==> src/hdl/iat_pkg.sv <==
// Shared types, constants and character helpers for the indentation-aware tokenizer.
// Used by iat_div, iat_ctrl, iat_dp and indent_aware_tokenizer; depends on nothing.
package iat_pkg;

   localparam int MAX_INDENT_DEPTH = 16;
   localparam int POSITION_BITS    = 24;
   localparam int TOP_W            = $clog2(MAX_INDENT_DEPTH);
   localparam int DEDENT_CAP       = 17;
   localparam int POPS_W           = $clog2(DEDENT_CAP + 1);
   localparam int SPACE_W          = 16;
   localparam int DIV_STEPS        = SPACE_W;
   localparam int DIV_CNT_W        = $clog2(DIV_STEPS + 1);

   // token kinds
   localparam logic [5:0] KIND_INT    = 6'd28;
   localparam logic [5:0] KIND_FLOAT  = 6'd29;
   localparam logic [5:0] KIND_STRING = 6'd30;
   localparam logic [5:0] KIND_CHAR   = 6'd31;
   localparam logic [5:0] KIND_KW0    = 6'd32;
   localparam logic [5:0] KIND_IDENT  = 6'd43;
   localparam logic [5:0] KIND_EOL    = 6'd44;
   localparam logic [5:0] KIND_EOF    = 6'd45;
   localparam logic [5:0] KIND_INDENT = 6'd46;
   localparam logic [5:0] KIND_DEDENT = 6'd47;
   localparam logic [5:0] KIND_ERROR  = 6'd48;
   localparam logic [5:0] KIND_NONE   = 6'd63;

   // error codes
   localparam logic [2:0] ERR_NONE       = 3'd0;
   localparam logic [2:0] ERR_INDENT     = 3'd1;
   localparam logic [2:0] ERR_CHAR_LIT   = 3'd2;
   localparam logic [2:0] ERR_OPEN_STR   = 3'd3;
   localparam logic [2:0] ERR_BAD_BYTE   = 3'd4;
   localparam logic [2:0] ERR_INDENT_OVF = 3'd5;

   // register index
   localparam logic REG_INDENT_WIDTH = 1'b0;

   // characters
   localparam logic [7:0] CH_NUL   = 8'h00;
   localparam logic [7:0] CH_NL    = 8'h0A;
   localparam logic [7:0] CH_SPACE = 8'h20;
   localparam logic [7:0] CH_DQ    = 8'h22;
   localparam logic [7:0] CH_SQ    = 8'h27;
   localparam logic [7:0] CH_DOT   = 8'h2E;
   localparam logic [7:0] CH_BS    = 8'h5C;
   localparam logic [7:0] CH_USCORE = 8'h5F;

   localparam logic [63:0] KW_STR [11] = '{
      64'("break"), 64'("continue"), 64'("else"), 64'("false"), 64'("function"),
      64'("if"), 64'("let"), 64'("nil"), 64'("return"), 64'("true"), 64'("while")};
   localparam logic [3:0] KW_LEN [11] = '{
      4'd5, 4'd8, 4'd4, 4'd5, 4'd8, 4'd2, 4'd3, 4'd3, 4'd6, 4'd4, 4'd5};

   typedef enum logic [3:0] {
      CMD_NONE,
      CMD_LOAD,
      CMD_PRE,
      CMD_LS_SPACE,
      CMD_DIV_START,
      CMD_SETTLE,
      CMD_POP,
      CMD_SETTLE_END,
      CMD_CHAR,
      CMD_FLUSH
   } cmd_type;

   typedef struct packed {
      logic can_push;
      logic pre_emit;
      logic pre_scan;
      logic line_start;
      logic char_space;
      logic char_emit;
      logic settle_emit;
      logic settle_pop;
      logic pop_more;
      logic pop_emit;
      logic div_busy;
   } status_type;

   typedef struct packed {
      logic [5:0]  kind;
      logic [2:0]  err;
      logic [23:0] start;
      logic [15:0] len;
      logic [23:0] line;
      logic [15:0] col;
   } tok_type;

   function automatic logic is_digit(input logic [7:0] c);
      return (c >= 8'h30) && (c <= 8'h39);
   endfunction

   function automatic logic is_alpha(input logic [7:0] c);
      return ((c >= 8'h61) && (c <= 8'h7A)) || ((c >= 8'h41) && (c <= 8'h5A));
   endfunction

   function automatic logic is_word(input logic [7:0] c);
      return is_alpha(c) || is_digit(c) || (c == CH_USCORE);
   endfunction

   function automatic logic is_op2_start(input logic [7:0] c);
      return (c == 8'h2A) || (c == 8'h3E) || (c == 8'h3C) || (c == 8'h26) ||
             (c == 8'h7C) || (c == 8'h21) || (c == 8'h3D);
   endfunction

   // one-byte operators that never look ahead
   function automatic logic [5:0] char_op_kind(input logic [7:0] c);
      logic [5:0] k;
      k = KIND_NONE;
      unique case (c)
         8'h28:   k = 6'd0;
         8'h29:   k = 6'd1;
         8'h5B:   k = 6'd2;
         8'h5D:   k = 6'd3;
         8'h2C:   k = 6'd4;
         8'h2E:   k = 6'd5;
         8'h3A:   k = 6'd6;
         8'h2B:   k = 6'd7;
         8'h2D:   k = 6'd8;
         8'h2F:   k = 6'd11;
         8'h5E:   k = 6'd22;
         8'h7E:   k = 6'd23;
         default: k = KIND_NONE;
      endcase
      return k;
   endfunction

   function automatic logic [5:0] single_kind(input logic [7:0] p);
      logic [5:0] k;
      k = KIND_ERROR;
      unique case (p)
         8'h2A:   k = 6'd9;
         8'h3E:   k = 6'd12;
         8'h3C:   k = 6'd15;
         8'h26:   k = 6'd19;
         8'h7C:   k = 6'd21;
         8'h21:   k = 6'd24;
         8'h3D:   k = 6'd26;
         default: k = KIND_ERROR;
      endcase
      return k;
   endfunction

   function automatic logic [5:0] pair_kind(input logic [7:0] p, input logic [7:0] c);
      logic [5:0] k;
      k = KIND_NONE;
      priority if (p == 8'h2A && c == 8'h2A) k = 6'd10;
      else if (p == 8'h3E && c == 8'h3E) k = 6'd14;
      else if (p == 8'h3E && c == 8'h3D) k = 6'd13;
      else if (p == 8'h3C && c == 8'h3C) k = 6'd17;
      else if (p == 8'h3C && c == 8'h3D) k = 6'd16;
      else if (p == 8'h26 && c == 8'h26) k = 6'd18;
      else if (p == 8'h7C && c == 8'h7C) k = 6'd20;
      else if (p == 8'h21 && c == 8'h3D) k = 6'd25;
      else if (p == 8'h3D && c == 8'h3D) k = 6'd27;
      else k = KIND_NONE;
      return k;
   endfunction

   // put the keyword's first letter in the lowest byte
   function automatic logic [63:0] kw_pack(input logic [63:0] s, input int n);
      logic [63:0] p;
      p = '0;
      for (int i = 0; i < 8; i++) begin
         if (i < n) p[8*i +: 8] = s[8*(n-1-i) +: 8];
      end
      return p;
   endfunction

   function automatic logic [5:0] word_kind(input logic [63:0] prefix,
                                            input logic [15:0] tlen);
      logic [5:0] k;
      k = KIND_IDENT;
      if (tlen <= 16'd8) begin
         for (int i = 0; i < 11; i++) begin
            if (tlen == 16'(KW_LEN[i]) && prefix == kw_pack(KW_STR[i], int'(KW_LEN[i])))
               k = KIND_KW0 + 6'(i);
         end
      end
      return k;
   endfunction

endpackage

==> src/hdl/iat_div.sv <==
// Restoring divider, one quotient bit per cycle: leading spaces over indent width.
// Depends on iat_pkg.
module iat_div
   import iat_pkg::*;
(
   input  logic               clock,
   input  logic               reset,
   input  logic               start,
   input  logic [SPACE_W-1:0] dividend,
   input  logic [3:0]         divisor,
   output logic               busy,
   output logic [SPACE_W-1:0] quot,
   output logic [3:0]         rem
);

   logic [DIV_CNT_W-1:0] cnt_ff, cnt_in;
   logic [SPACE_W-1:0]   q_ff, q_in;
   logic [3:0]           r_ff, r_in;
   logic [4:0]           r_sh;

   always_comb begin
      cnt_in = cnt_ff;
      q_in   = q_ff;
      r_in   = r_ff;
      r_sh   = {r_ff, q_ff[SPACE_W-1]};
      if (start) begin
         cnt_in = DIV_CNT_W'(DIV_STEPS);
         q_in   = dividend;
         r_in   = '0;
      end else if (cnt_ff != '0) begin
         cnt_in = cnt_ff - 1'b1;
         if (r_sh >= {1'b0, divisor}) begin
            r_in = 4'(r_sh - {1'b0, divisor});
            q_in = {q_ff[SPACE_W-2:0], 1'b1};
         end else begin
            r_in = r_sh[3:0];
            q_in = {q_ff[SPACE_W-2:0], 1'b0};
         end
      end
   end

   always_ff @(posedge clock) begin
      if (reset) begin
         cnt_ff <= '0;
      end else begin
         cnt_ff <= cnt_in;
      end
      q_ff <= q_in;
      r_ff <= r_in;
   end

   assign busy = (cnt_ff != '0);
   assign quot = q_ff;
   assign rem  = r_ff;

endmodule

==> src/hdl/iat_dp.sv <==
// Tokenizer datapath: scan state, positions, indent stack, result staging and output register.
// Depends on iat_pkg and iat_div.
module iat_dp
   import iat_pkg::*;
(
   input  logic        clock,
   input  logic        reset,
   input  cmd_type     cmd,
   input  logic [7:0]  in_byte,
   input  logic [3:0]  indent_width,
   output status_type  status,
   output tok_type     rsp_tok,
   output logic        rsp_valid,
   output logic        rsp_last,
   input  logic        rsp_ready
);

   typedef enum logic [3:0] {
      M_IDLE, M_OP2, M_INT, M_FRAC, M_WORD, M_STR, M_ESC, M_CHR1, M_CHR2
   } mode_type;

   logic [7:0]               c_ff, c_in;
   logic [POSITION_BITS-1:0] pos_ff, pos_in, pos_inc, begin_ff, begin_in;
   logic [23:0]              line_ff, line_in, line_inc;
   logic [15:0]              col_ff, col_in, col_inc;
   logic                     ls_ff, ls_in;
   logic [SPACE_W-1:0]       space_ff, space_in;
   logic [15:0]              tlen_ff, tlen_in, tlen_inc;
   logic [7:0]               stack_ff [MAX_INDENT_DEPTH];
   logic [TOP_W-1:0]         top_ff, top_in;
   logic                     push_en;
   logic [7:0]               level_ff, level_in, level_div, top_val;
   logic [POPS_W-1:0]        pops_ff, pops_in;
   mode_type                 mode_ff, mode_in;
   logic [7:0]               pend_ff, pend_in;
   logic [63:0]              prefix_ff, prefix_in;

   tok_type                  stage_ff, stage_in, out_ff, out_in, em;
   logic                     stage_vld_ff, stage_vld_in, out_vld_ff, out_vld_in;
   logic                     last_ff, last_in, emit_en;

   logic                     div_busy;
   logic [SPACE_W-1:0]       quot;
   logic [3:0]               rem, div_w;
   logic [5:0]               pk, op1;
   logic                     out_free;

   assign div_w = (indent_width == 4'd0) ? 4'd1 : indent_width;

   iat_div u_div (
      .clock    (clock),
      .reset    (reset),
      .start    (cmd == CMD_DIV_START),
      .dividend (space_ff),
      .divisor  (div_w),
      .busy     (div_busy),
      .quot     (quot),
      .rem      (rem)
   );

   assign pos_inc   = (pos_ff == '1) ? pos_ff : pos_ff + 1'b1;
   assign col_inc   = (col_ff == '1) ? col_ff : col_ff + 1'b1;
   assign line_inc  = (line_ff == '1) ? line_ff : line_ff + 1'b1;
   assign tlen_inc  = (tlen_ff == '1) ? tlen_ff : tlen_ff + 1'b1;
   assign level_div = (quot[SPACE_W-1:8] != '0) ? 8'hFF : quot[7:0];
   assign top_val   = stack_ff[top_ff];
   assign pk        = pair_kind(pend_ff, c_ff);
   assign op1       = char_op_kind(c_ff);
   assign out_free  = !out_vld_ff || rsp_ready;

   // status for the controller
   always_comb begin
      status = '0;
      status.can_push   = !stage_vld_ff || out_free;
      status.line_start = ls_ff;
      status.char_space = (c_ff == CH_SPACE);
      status.div_busy   = div_busy;
      status.char_emit  = !((c_ff == CH_SPACE) || is_op2_start(c_ff) || (c_ff == CH_DQ) ||
                            (c_ff == CH_SQ) || is_digit(c_ff) || is_alpha(c_ff) ||
                            (c_ff == CH_USCORE));
      unique case (mode_ff)
         M_OP2: begin
            status.pre_emit = 1'b1;
            status.pre_scan = (pk == KIND_NONE);
         end
         M_INT: begin
            status.pre_emit = !is_digit(c_ff) && (c_ff != CH_DOT);
            status.pre_scan = status.pre_emit;
         end
         M_FRAC: begin
            status.pre_emit = !is_digit(c_ff);
            status.pre_scan = status.pre_emit;
         end
         M_WORD: begin
            status.pre_emit = !is_word(c_ff);
            status.pre_scan = status.pre_emit;
         end
         M_STR, M_ESC: begin
            status.pre_emit = (c_ff == CH_NUL) || (mode_ff == M_STR && c_ff == CH_DQ);
            status.pre_scan = (c_ff == CH_NUL);
         end
         M_CHR1: begin
            status.pre_emit = (c_ff == CH_NUL);
            status.pre_scan = (c_ff == CH_NUL);
         end
         M_CHR2: begin
            status.pre_emit = 1'b1;
            status.pre_scan = (c_ff != CH_SQ);
         end
         default: begin
            status.pre_scan = 1'b1;
         end
      endcase
      status.settle_emit = (rem != 4'd0) || (level_div > top_val);
      status.settle_pop  = (rem == 4'd0) && (level_div < top_val);
      status.pop_more    = (top_ff != '0) && (level_ff < top_val);
      status.pop_emit    = status.pop_more && (pops_ff < POPS_W'(DEDENT_CAP));
   end

   always_comb begin
      c_in      = c_ff;
      pos_in    = pos_ff;
      begin_in  = begin_ff;
      line_in   = line_ff;
      col_in    = col_ff;
      ls_in     = ls_ff;
      space_in  = space_ff;
      tlen_in   = tlen_ff;
      top_in    = top_ff;
      push_en   = 1'b0;
      level_in  = level_ff;
      pops_in   = pops_ff;
      mode_in   = mode_ff;
      pend_in   = pend_ff;
      prefix_in = prefix_ff;
      emit_en   = 1'b0;
      em.kind   = KIND_ERROR;
      em.err    = ERR_NONE;
      em.start  = 24'(begin_ff);
      em.len    = tlen_ff;
      em.line   = line_ff;
      em.col    = col_ff;

      unique case (cmd)
         CMD_LOAD: c_in = in_byte;

         CMD_PRE: begin
            unique case (mode_ff)
               M_OP2: begin
                  mode_in = M_IDLE;
                  emit_en = 1'b1;
                  if (pk != KIND_NONE) begin
                     pos_in  = pos_inc;
                     col_in  = col_inc;
                     em.kind = pk;
                     em.len  = 16'd2;
                     em.col  = col_inc;
                  end else begin
                     em.kind = single_kind(pend_ff);
                     em.err  = (em.kind == KIND_ERROR) ? ERR_BAD_BYTE : ERR_NONE;
                     em.len  = 16'd1;
                  end
               end
               M_INT, M_FRAC: begin
                  if (is_digit(c_ff) || (mode_ff == M_INT && c_ff == CH_DOT)) begin
                     tlen_in = tlen_inc;
                     pos_in  = pos_inc;
                     col_in  = col_inc;
                     if (c_ff == CH_DOT) mode_in = M_FRAC;
                  end else begin
                     mode_in = M_IDLE;
                     emit_en = 1'b1;
                     em.kind = (mode_ff == M_INT) ? KIND_INT : KIND_FLOAT;
                  end
               end
               M_WORD: begin
                  if (is_word(c_ff)) begin
                     for (int i = 0; i < 8; i++) begin
                        if (tlen_ff < 16'd8 && tlen_ff[2:0] == 3'(i))
                           prefix_in[8*i +: 8] = c_ff;
                     end
                     tlen_in = tlen_inc;
                     pos_in  = pos_inc;
                     col_in  = col_inc;
                  end else begin
                     mode_in = M_IDLE;
                     emit_en = 1'b1;
                     em.kind = word_kind(prefix_ff, tlen_ff);
                  end
               end
               M_STR, M_ESC: begin
                  priority if (c_ff == CH_NUL) begin
                     mode_in = M_IDLE;
                     emit_en = 1'b1;
                     em.err  = ERR_OPEN_STR;
                  end else if (mode_ff == M_ESC) begin
                     tlen_in = tlen_inc;
                     pos_in  = pos_inc;
                     col_in  = col_inc;
                     mode_in = M_STR;
                  end else if (c_ff == CH_BS) begin
                     tlen_in = tlen_inc;
                     pos_in  = pos_inc;
                     col_in  = col_inc;
                     mode_in = M_ESC;
                  end else if (c_ff == CH_DQ) begin
                     pos_in  = pos_inc;
                     col_in  = col_inc;
                     mode_in = M_IDLE;
                     emit_en = 1'b1;
                     em.kind = KIND_STRING;
                     em.col  = col_inc;
                  end else begin
                     tlen_in = tlen_inc;
                     pos_in  = pos_inc;
                     col_in  = col_inc;
                  end
               end
               M_CHR1: begin
                  if (c_ff == CH_NUL) begin
                     mode_in = M_IDLE;
                     emit_en = 1'b1;
                     em.err  = ERR_CHAR_LIT;
                     em.len  = 16'd0;
                  end else begin
                     pos_in  = pos_inc;
                     col_in  = col_inc;
                     mode_in = M_CHR2;
                  end
               end
               M_CHR2: begin
                  mode_in = M_IDLE;
                  emit_en = 1'b1;
                  em.len  = 16'd1;
                  if (c_ff == CH_SQ) begin
                     pos_in  = pos_inc;
                     col_in  = col_inc;
                     em.kind = KIND_CHAR;
                     em.col  = col_inc;
                  end else begin
                     em.err  = ERR_CHAR_LIT;
                  end
               end
               default: mode_in = M_IDLE;
            endcase
         end

         CMD_LS_SPACE: begin
            space_in = (space_ff == '1) ? space_ff : space_ff + 1'b1;
            pos_in   = pos_inc;
            col_in   = col_inc;
         end

         CMD_SETTLE: begin
            em.len = space_ff;
            priority if (rem != 4'd0) begin
               emit_en = 1'b1;
               em.err  = ERR_INDENT;
            end else if (level_div > top_val) begin
               emit_en = 1'b1;
               if (top_ff == TOP_W'(MAX_INDENT_DEPTH - 1)) begin
                  em.err = ERR_INDENT_OVF;
               end else begin
                  top_in  = top_ff + 1'b1;
                  push_en = 1'b1;
                  em.kind = KIND_INDENT;
               end
            end else begin
               em.kind = KIND_INDENT;
            end
            level_in = level_div;
            pops_in  = '0;
            if (!((rem == 4'd0) && (level_div < top_val))) begin
               ls_in    = 1'b0;
               space_in = '0;
            end
         end

         CMD_POP: begin
            top_in  = top_ff - 1'b1;
            emit_en = (pops_ff < POPS_W'(DEDENT_CAP));
            if (emit_en) pops_in = pops_ff + 1'b1;
            em.kind = KIND_DEDENT;
            em.len  = space_ff;
         end

         CMD_SETTLE_END: begin
            ls_in    = 1'b0;
            space_in = '0;
         end

         CMD_CHAR: begin
            begin_in = pos_ff;
            em.start = 24'(pos_ff);
            em.len   = 16'd1;
            em.col   = col_inc;
            priority if (c_ff == CH_SPACE) begin
               pos_in = pos_inc;
               col_in = col_inc;
            end else if (op1 != KIND_NONE) begin
               pos_in  = pos_inc;
               col_in  = col_inc;
               emit_en = 1'b1;
               em.kind = op1;
            end else if (is_op2_start(c_ff)) begin
               pend_in = c_ff;
               mode_in = M_OP2;
               pos_in  = pos_inc;
               col_in  = col_inc;
            end else if (c_ff == CH_NUL) begin
               col_in  = col_inc;
               emit_en = 1'b1;
               em.kind = KIND_EOF;
               em.len  = 16'd0;
            end else if (c_ff == CH_NL) begin
               pos_in   = pos_inc;
               begin_in = pos_inc;
               line_in  = line_inc;
               col_in   = '0;
               ls_in    = 1'b1;
               emit_en  = 1'b1;
               em.kind  = KIND_EOL;
               em.line  = line_inc;
               em.col   = '0;
            end else if (c_ff == CH_DQ || c_ff == CH_SQ) begin
               pos_in   = pos_inc;
               col_in   = col_inc;
               begin_in = pos_inc;
               tlen_in  = '0;
               mode_in  = (c_ff == CH_DQ) ? M_STR : M_CHR1;
            end else if (is_digit(c_ff)) begin
               tlen_in = 16'd1;
               mode_in = M_INT;
               pos_in  = pos_inc;
               col_in  = col_inc;
            end else if (is_alpha(c_ff) || c_ff == CH_USCORE) begin
               tlen_in   = 16'd1;
               prefix_in = {56'd0, c_ff};
               mode_in   = M_WORD;
               pos_in    = pos_inc;
               col_in    = col_inc;
            end else begin
               pos_in  = pos_inc;
               col_in  = col_inc;
               emit_en = 1'b1;
               em.err  = ERR_BAD_BYTE;
            end
         end

         default: ;
      endcase
   end

   // staging: a result waits in the stage until the next one shows whether it ends the run
   always_comb begin
      stage_in     = stage_ff;
      stage_vld_in = stage_vld_ff;
      out_in       = out_ff;
      last_in      = last_ff;
      out_vld_in   = out_vld_ff && !rsp_ready;
      if (emit_en) begin
         if (stage_vld_ff) begin
            out_in     = stage_ff;
            last_in    = 1'b0;
            out_vld_in = 1'b1;
         end
         stage_in     = em;
         stage_vld_in = 1'b1;
      end else if (cmd == CMD_FLUSH && stage_vld_ff) begin
         out_in       = stage_ff;
         last_in      = 1'b1;
         out_vld_in   = 1'b1;
         stage_vld_in = 1'b0;
      end
   end

   always_ff @(posedge clock) begin
      if (reset) begin
         pos_ff       <= '0;
         begin_ff     <= '0;
         line_ff      <= 24'd1;
         col_ff       <= '0;
         ls_ff        <= 1'b1;
         space_ff     <= '0;
         tlen_ff      <= '0;
         top_ff       <= '0;
         mode_ff      <= M_IDLE;
         pend_ff      <= '0;
         prefix_ff    <= '0;
         stage_vld_ff <= 1'b0;
         out_vld_ff   <= 1'b0;
         stack_ff[0]  <= '0;
      end else begin
         pos_ff       <= pos_in;
         begin_ff     <= begin_in;
         line_ff      <= line_in;
         col_ff       <= col_in;
         ls_ff        <= ls_in;
         space_ff     <= space_in;
         tlen_ff      <= tlen_in;
         top_ff       <= top_in;
         mode_ff      <= mode_in;
         pend_ff      <= pend_in;
         prefix_ff    <= prefix_in;
         stage_vld_ff <= stage_vld_in;
         out_vld_ff   <= out_vld_in;
         if (push_en) stack_ff[top_in] <= level_div;
      end
      c_ff     <= c_in;
      level_ff <= level_in;
      pops_ff  <= pops_in;
      stage_ff <= stage_in;
      out_ff   <= out_in;
      last_ff  <= last_in;
   end

   assign rsp_tok   = out_ff;
   assign rsp_valid = out_vld_ff;
   assign rsp_last  = last_ff;

endmodule

==> src/hdl/iat_ctrl.sv <==
// Tokenizer controller: sequences one source byte through close, indent and scan phases.
// Depends on iat_pkg; drives iat_dp through command and status.
module iat_ctrl
   import iat_pkg::*;
(
   input  logic       clock,
   input  logic       reset,
   input  logic       req_valid,
   output logic       req_ready,
   input  status_type status,
   output cmd_type    cmd
);

   typedef enum logic [2:0] {
      S_WAIT, S_PRE, S_SCAN, S_DIV, S_SETTLE, S_POP, S_CHAR, S_FIN
   } state_type;

   state_type state_ff, state_in;

   always_comb begin
      state_in  = state_ff;
      cmd       = CMD_NONE;
      req_ready = 1'b0;
      unique case (state_ff)
         S_WAIT: begin
            req_ready = 1'b1;
            if (req_valid) begin
               cmd      = CMD_LOAD;
               state_in = S_PRE;
            end
         end
         S_PRE: begin
            if (!status.pre_emit || status.can_push) begin
               cmd = CMD_PRE;
               priority if (!status.pre_scan) state_in = S_FIN;
               else if (status.line_start)    state_in = S_SCAN;
               else                           state_in = S_CHAR;
            end
         end
         S_SCAN: begin
            if (status.char_space) begin
               cmd      = CMD_LS_SPACE;
               state_in = S_FIN;
            end else begin
               cmd      = CMD_DIV_START;
               state_in = S_DIV;
            end
         end
         S_DIV: begin
            if (!status.div_busy) state_in = S_SETTLE;
         end
         S_SETTLE: begin
            if (!status.settle_emit || status.can_push) begin
               cmd      = CMD_SETTLE;
               state_in = status.settle_pop ? S_POP : S_CHAR;
            end
         end
         S_POP: begin
            if (!status.pop_more) begin
               cmd      = CMD_SETTLE_END;
               state_in = S_CHAR;
            end else if (!status.pop_emit || status.can_push) begin
               cmd = CMD_POP;
            end
         end
         S_CHAR: begin
            if (!status.char_emit || status.can_push) begin
               cmd      = CMD_CHAR;
               state_in = S_FIN;
            end
         end
         S_FIN: begin
            if (status.can_push) begin
               cmd      = CMD_FLUSH;
               state_in = S_WAIT;
            end
         end
         default: state_in = S_WAIT;
      endcase
   end

   always_ff @(posedge clock) begin
      if (reset) begin
         state_ff <= S_WAIT;
      end else begin
         state_ff <= state_in;
      end
   end

endmodule

==> src/hdl/indent_aware_tokenizer.sv <==
// Top level of the indentation-aware tokenizer: configuration register and block wiring.
// Depends on iat_pkg, iat_ctrl, iat_dp (and iat_div below it).
//
//  channel | direction | transfer when             | payload
//  req     | in        | req_tvalid & req_tready   | one source byte, zero = end of input
//  rsp     | out       | rsp_tvalid & rsp_tready   | one token; tlast on the byte's last token
//  csr     | in/out    | psel&penable&pwrite       | indent_width at byte address 0
//
// A byte scanned in idle mode goes through accept, close open token, scan and flush of the
// staged token; a byte that only extends or closes an open token skips the scan. The first
// non-space byte of a line adds a divide start, the serial divide of the space count by
// indent_width and a settle step, and a dedent adds a pop step per level popped plus one
// step to end the burst. A token waits in a staging register until the next one
// shows whether it ends the run, then moves to the output register; the next byte is
// taken while the last token still waits there. A stalled rsp side holds the sequencer
// only when a token must move into a full output register. Reset is synchronous and
// clears the scanner to line one, column zero, indent stack empty and indent_width 4.
module indent_aware_tokenizer
   import iat_pkg::*;
(
   input  logic        clock,
   input  logic        reset,
   // req_tdata: [7:0] char_byte
   input  logic        req_tvalid,
   output logic        req_tready,
   input  logic [7:0]  req_tdata,
   // rsp_tdata: [5:0] token_kind, [8:6] error_code, [32:9] token_start,
   //   [48:33] token_length, [72:49] line_number, [88:73] column_number, [95:89] zero
   output logic        rsp_tvalid,
   input  logic        rsp_tready,
   output logic [95:0] rsp_tdata,
   output logic        rsp_tlast,
   input  logic        csr_psel,
   input  logic        csr_penable,
   input  logic        csr_pwrite,
   input  logic [2:0]  csr_paddr,
   input  logic [31:0] csr_pwdata,
   output logic [31:0] csr_prdata,
   output logic        csr_pready
);

   logic [3:0] width_ff;
   status_type status;
   cmd_type    cmd;
   tok_type    tok;

   // register write on the access cycle
   always_ff @(posedge clock) begin
      if (reset) begin
         width_ff <= 4'd4;
      end else if (csr_psel && csr_penable && csr_pwrite && csr_pready &&
                   csr_paddr[2] == REG_INDENT_WIDTH) begin
         width_ff <= csr_pwdata[3:0];
      end
   end

   assign csr_pready = 1'b1;
   assign csr_prdata = (csr_paddr[2] == REG_INDENT_WIDTH) ? {28'd0, width_ff} : 32'd0;

   iat_ctrl u_ctrl (
      .clock     (clock),
      .reset     (reset),
      .req_valid (req_tvalid),
      .req_ready (req_tready),
      .status    (status),
      .cmd       (cmd)
   );

   iat_dp u_dp (
      .clock        (clock),
      .reset        (reset),
      .cmd          (cmd),
      .in_byte      (req_tdata),
      .indent_width (width_ff),
      .status       (status),
      .rsp_tok      (tok),
      .rsp_valid    (rsp_tvalid),
      .rsp_last     (rsp_tlast),
      .rsp_ready    (rsp_tready)
   );

   // pack fields from the lowest bit up
   assign rsp_tdata = {7'd0, tok.col, tok.line, tok.len, tok.start, tok.err, tok.kind};

endmodule

==> config.mk <==
export PLATFORM = sky130hd
export DESIGN_NAME = indent_aware_tokenizer
export DESIGN_NICKNAME = d
export VERILOG_FILES = /design/src/hdl/iat_pkg.sv /design/src/hdl/iat_div.sv /design/src/hdl/iat_dp.sv /design/src/hdl/iat_ctrl.sv /design/src/hdl/indent_aware_tokenizer.sv
export SDC_FILE = /design/constraint.sdc
export NUM_CORES = 1
export LEC_CHECK = 0
export ABC_CLOCK_PERIOD_IN_PS = 11250
export BUFFER_PORTS_ARGS = -buffer_cell sky130_fd_sc_hd__buf_4
export CORE_MARGIN = 2
export CORE_UTILIZATION = 50
export DETAILED_ROUTE_END_ITERATION = 8
export PLACE_DENSITY = 0.77
export RECOVER_POWER = 50
export SETUP_SLACK_MARGIN = 0.5
export SYNTH_ARGS = -nofsm -noshare
export SYNTH_HDL_FRONTEND = slang
export SYNTH_SLANG_ARGS = --single-unit
==> constraint.sdc <==
create_clock -name clock -period 11.25 [get_ports clock]
set_input_delay 0 -clock clock [delete_from_list [all_inputs] [get_ports clock]]
set_output_delay 0 -clock clock [all_outputs]
set_load 0.05 [all_outputs]
==> results.tsv <==
metric	value	unit
r2r_start	u_dp.c_ff[0]	
tightestPinTransition	4.52	ns
crit_arrival	8.68	ns
p_per_area	201	nW/um^2
seqCellArea	14700	um^2
drtIter0Drc	1997	
pin_count	182	
finalSetupTns	0	ns
seq_area_frac_synth	54.4	%
hold_buffers	19	
final_nets	2684	
start_kind	register	
routedWlPerCell	20.4	um
finalSetupViolCount	0	
synthTopCellsByArea	edfxtp_1 (38%), dfxtp_1 (16%), nand2_1 (4.7%)	
post_cts_resized	0	
violations	capacitance limit, slew limit	
maxCapViolations	5	
synth_cells	2533	
portBuffers	115	
cts_setup_buffers	0	
synth_cell_types	97	
design.die.area	56000	um^2
slew_headroom	-201	%
grt_pass1_wl	108	mm
regToRegEndpoint	u_dp.pos_ff[19]	
drive_gt1_share	7.78	%
grtUsageTotal	23.9	%
cts_buffer_depth	3	
antenna_found_initial	0	
finClkSkew	0.0340	ns
ff2ff_setup_slack	3.08	ns
hold_path_depth	2	
achievable-frequency	122	MHz
viasPerCell	6.17	
area_delta_synth_final	10.5	%
drc	0	
worstSetupPathType	reg -> reg	
drt_pass1_iterations	6	
ys_ff_latch	563	
hold_path_end	u_dp.c_ff[0]	
status	finished with violations	
yosysTopAreaCell	edfxtp_1	
grt_max_degree	89	
holdCritStartpoint	req_tdata[0]	
core	53700	um^2
ant_nets	0	
initial_core_util	50.4	%
min_period	8.17	ns
overflow	0	
cts_buffers	57	
grt_pass1_vias	19700	
critPathMaxFanout	88	
finalMaxSlewViolations	305	
synth_top_area_share	38.2	%
nFillCells	4542	
hold_class	in -> reg	
path_clk_slew	0.06	ns
power_leakage	9.97	nW
n_antenna_cell	0	
htree_levels	2	
fin_ws	3.08	ns
ys.flop_type	edfxtp_1	
dp_hpwl	46.2	mm
ff2ff_path_depth	10	
cts_tree	done	
syn_area	27100	um^2
place_ws	4.61	ns
finalHoldViolations	0	
clock_sinks	563	
final_core_util	55.7	%
rsz0062_at_grt	false	
die_h	237	um
async_flop_share	0	%
root_buffer	clkbuf_16	
post-route-period-util	72.6	%
avgSynthCellArea	10.7	um^2
synth_warnings	0	
multi_input_area	11400	um^2
wl	68.3	mm
synth_edf_count	344	
die_w	237	um
gp_congestion	0.927	
via_count	20600	
worstPathRequired	11.76	ns
endpoint_kind	register	
hold_ws	0.121	ns
rows	85	
vdd_drop_max	0.157	mV
clkLatencyLatePin	0.64	ns
## power breakdown
group / total (mW) / switching (mW) / internal (mW) / leakage, nW
logic: 1.39 / 0.933 / 0.456 / 4.33
clock network: 1.93 / 0.813 / 1.12 / 0.945
registers: 2.71 / 0.220 / 2.49 / 4.70
total: 6.03 / 1.97 / 4.06 / 9.97
## cell usage after synthesis (17+ instances only)
cell / instances
nor2b_1: 21
nand3_1: 76
clkbuf_1: 106
dfxtp_1: 219
a22o_1: 17
xor2_1: 21
nand4_1: 54
a211oi_1: 23
and3_1: 52
buf_4: 40
edfxtp_1: 344
nor3_1: 80
inv_1: 51
mux2i_1: 70
nor4_1: 37
o31ai_1: 33
or4_1: 23
o21ai_0: 89
xnor2_1: 54
nor2_1: 169
a21oi_1: 109
ha_1: 33
or3_1: 24
o311ai_0: 17
nand2b_1: 21
nand2_1: 340
mux4_2: 39
and2_1: 41
a31oi_1: 17
buf_2: 20
## per-layer routing
metal | global-route usage (%) | wire [um]
met2 | 39.9 | 32700
met4 | 10.6 | 2960
met1 | 31.1 | 28300
met3 | 3.45 | 4400
met5 | 0 | 0
## layout by cell type, fill, tap and decap left out, types with 70 or more instances in the layout
cell type	instances
nor2_1	170
clkbuf_1	114
nand3_1	76
nor3_1	80
mux2i_1	70
o21ai_0	91
nand2_1	341
a21oi_1	110
edfxtp_1	344
dfxtp_1	218
## critical path, stage by stage, from the launching register on
cell and delay (ns):
edfxtp_1 0.32, clkbuf_1 1.02, nor4_1 0.37, a211o_1 0.44, o2111a_1 0.34, a21oi_1 0.28
clkbuf_1 2.74, nor2_1 0.57, o21ai_0 0.55, nand4_1 0.82, o41ai_1 0.58
## how the worst max path moves through the flow
stage | startpoint | slack, ns | depth (start not counted) | to
after detailed placement | u_dp.top_ff[0] | 4.61 | 13 | u_dp.stack_ff[1][2]
after global placement | u_dp.top_ff[0] | 4.82 | 13 | u_dp.stack_ff[1][2]
after global routing | u_dp.top_ff[0] | 2.46 | 13 | u_dp.stack_ff[5][7]
after floorplan | u_dp.top_ff[0] | 2.74 | 13 | u_dp.rsp_last
after CTS | u_dp.top_ff[0] | 4.62 | 13 | u_dp.stack_ff[1][1]
final | u_dp.c_ff[0] | 3.08 | 10 | u_dp.pos_ff[19]
## state kept, by name, indices dropped and copies added (netlist names), 4 cells and up
signal and flops:
u_dp.stage_ff 89, u_dp.pend_ff 8, u_dp.rsp_tok 89, u_dp.space_ff 16, width_ff 4, u_dp.pos_ff 24
u_dp.u_div.cnt_ff 5, u_dp.mode_ff 4, u_dp.pops_ff 5, u_dp.col_ff 16, u_dp.level_ff 8, u_dp.line_ff 24
u_dp.u_div.quot 16, u_dp.stack_ff 128, u_dp.top_ff 4, u_dp.u_div.rem 4, u_dp.c_ff 8, u_dp.tlen_ff 16
u_dp.prefix_ff 64, u_dp.begin_ff 24
## kinds of logic (layout without fill, tap and decap cells)
logic type / Yosys count / count (layout) / share of synthesized area (%)
adder cells (fa/ha/maj): 34 / 34 / 1.60
AO/OA/AOI/OAI: 467 / 467 / 11.8
other: 2 / 36 / 0.0277
flip-flops: 563 / 563 / 54.4
XOR/XNOR: 75 / 75 / 2.43
buffers and inverters: 235 / 317 / 3.99
multiplexers: 114 / 114 / 6.04
AND/OR/NAND/NOR: 1043 / 1043 / 19.7
## area by class of cell
| cell class | count | area share [%] |
|---|---|---|
| clock buffer | 78 | 5.34 |
| clock inverter | 30 | 1.14 |
| inverter | 51 | 0.648 |
| multi-input combinational | 1769 | 37.9 |
| sequential | 563 | 49.2 |
| tap | 696 | 2.91 |
| timing repair buffer | 158 | 2.83 |
## per-stage QoR
step | instance area, um^2 | total power [mW] | instances
after floorplan | 27200 | 3.76 | 2567
after global placement | 28200 | 4.07 | 3218
after detailed placement | 28200 | 4.13 | 3218
after CTS | 30400 | 6.07 | 3345
after global routing | 29900 | 6.30 | 3345
final | 29900 | 6.03 | 3345
(Power assumes the default switching activity.)
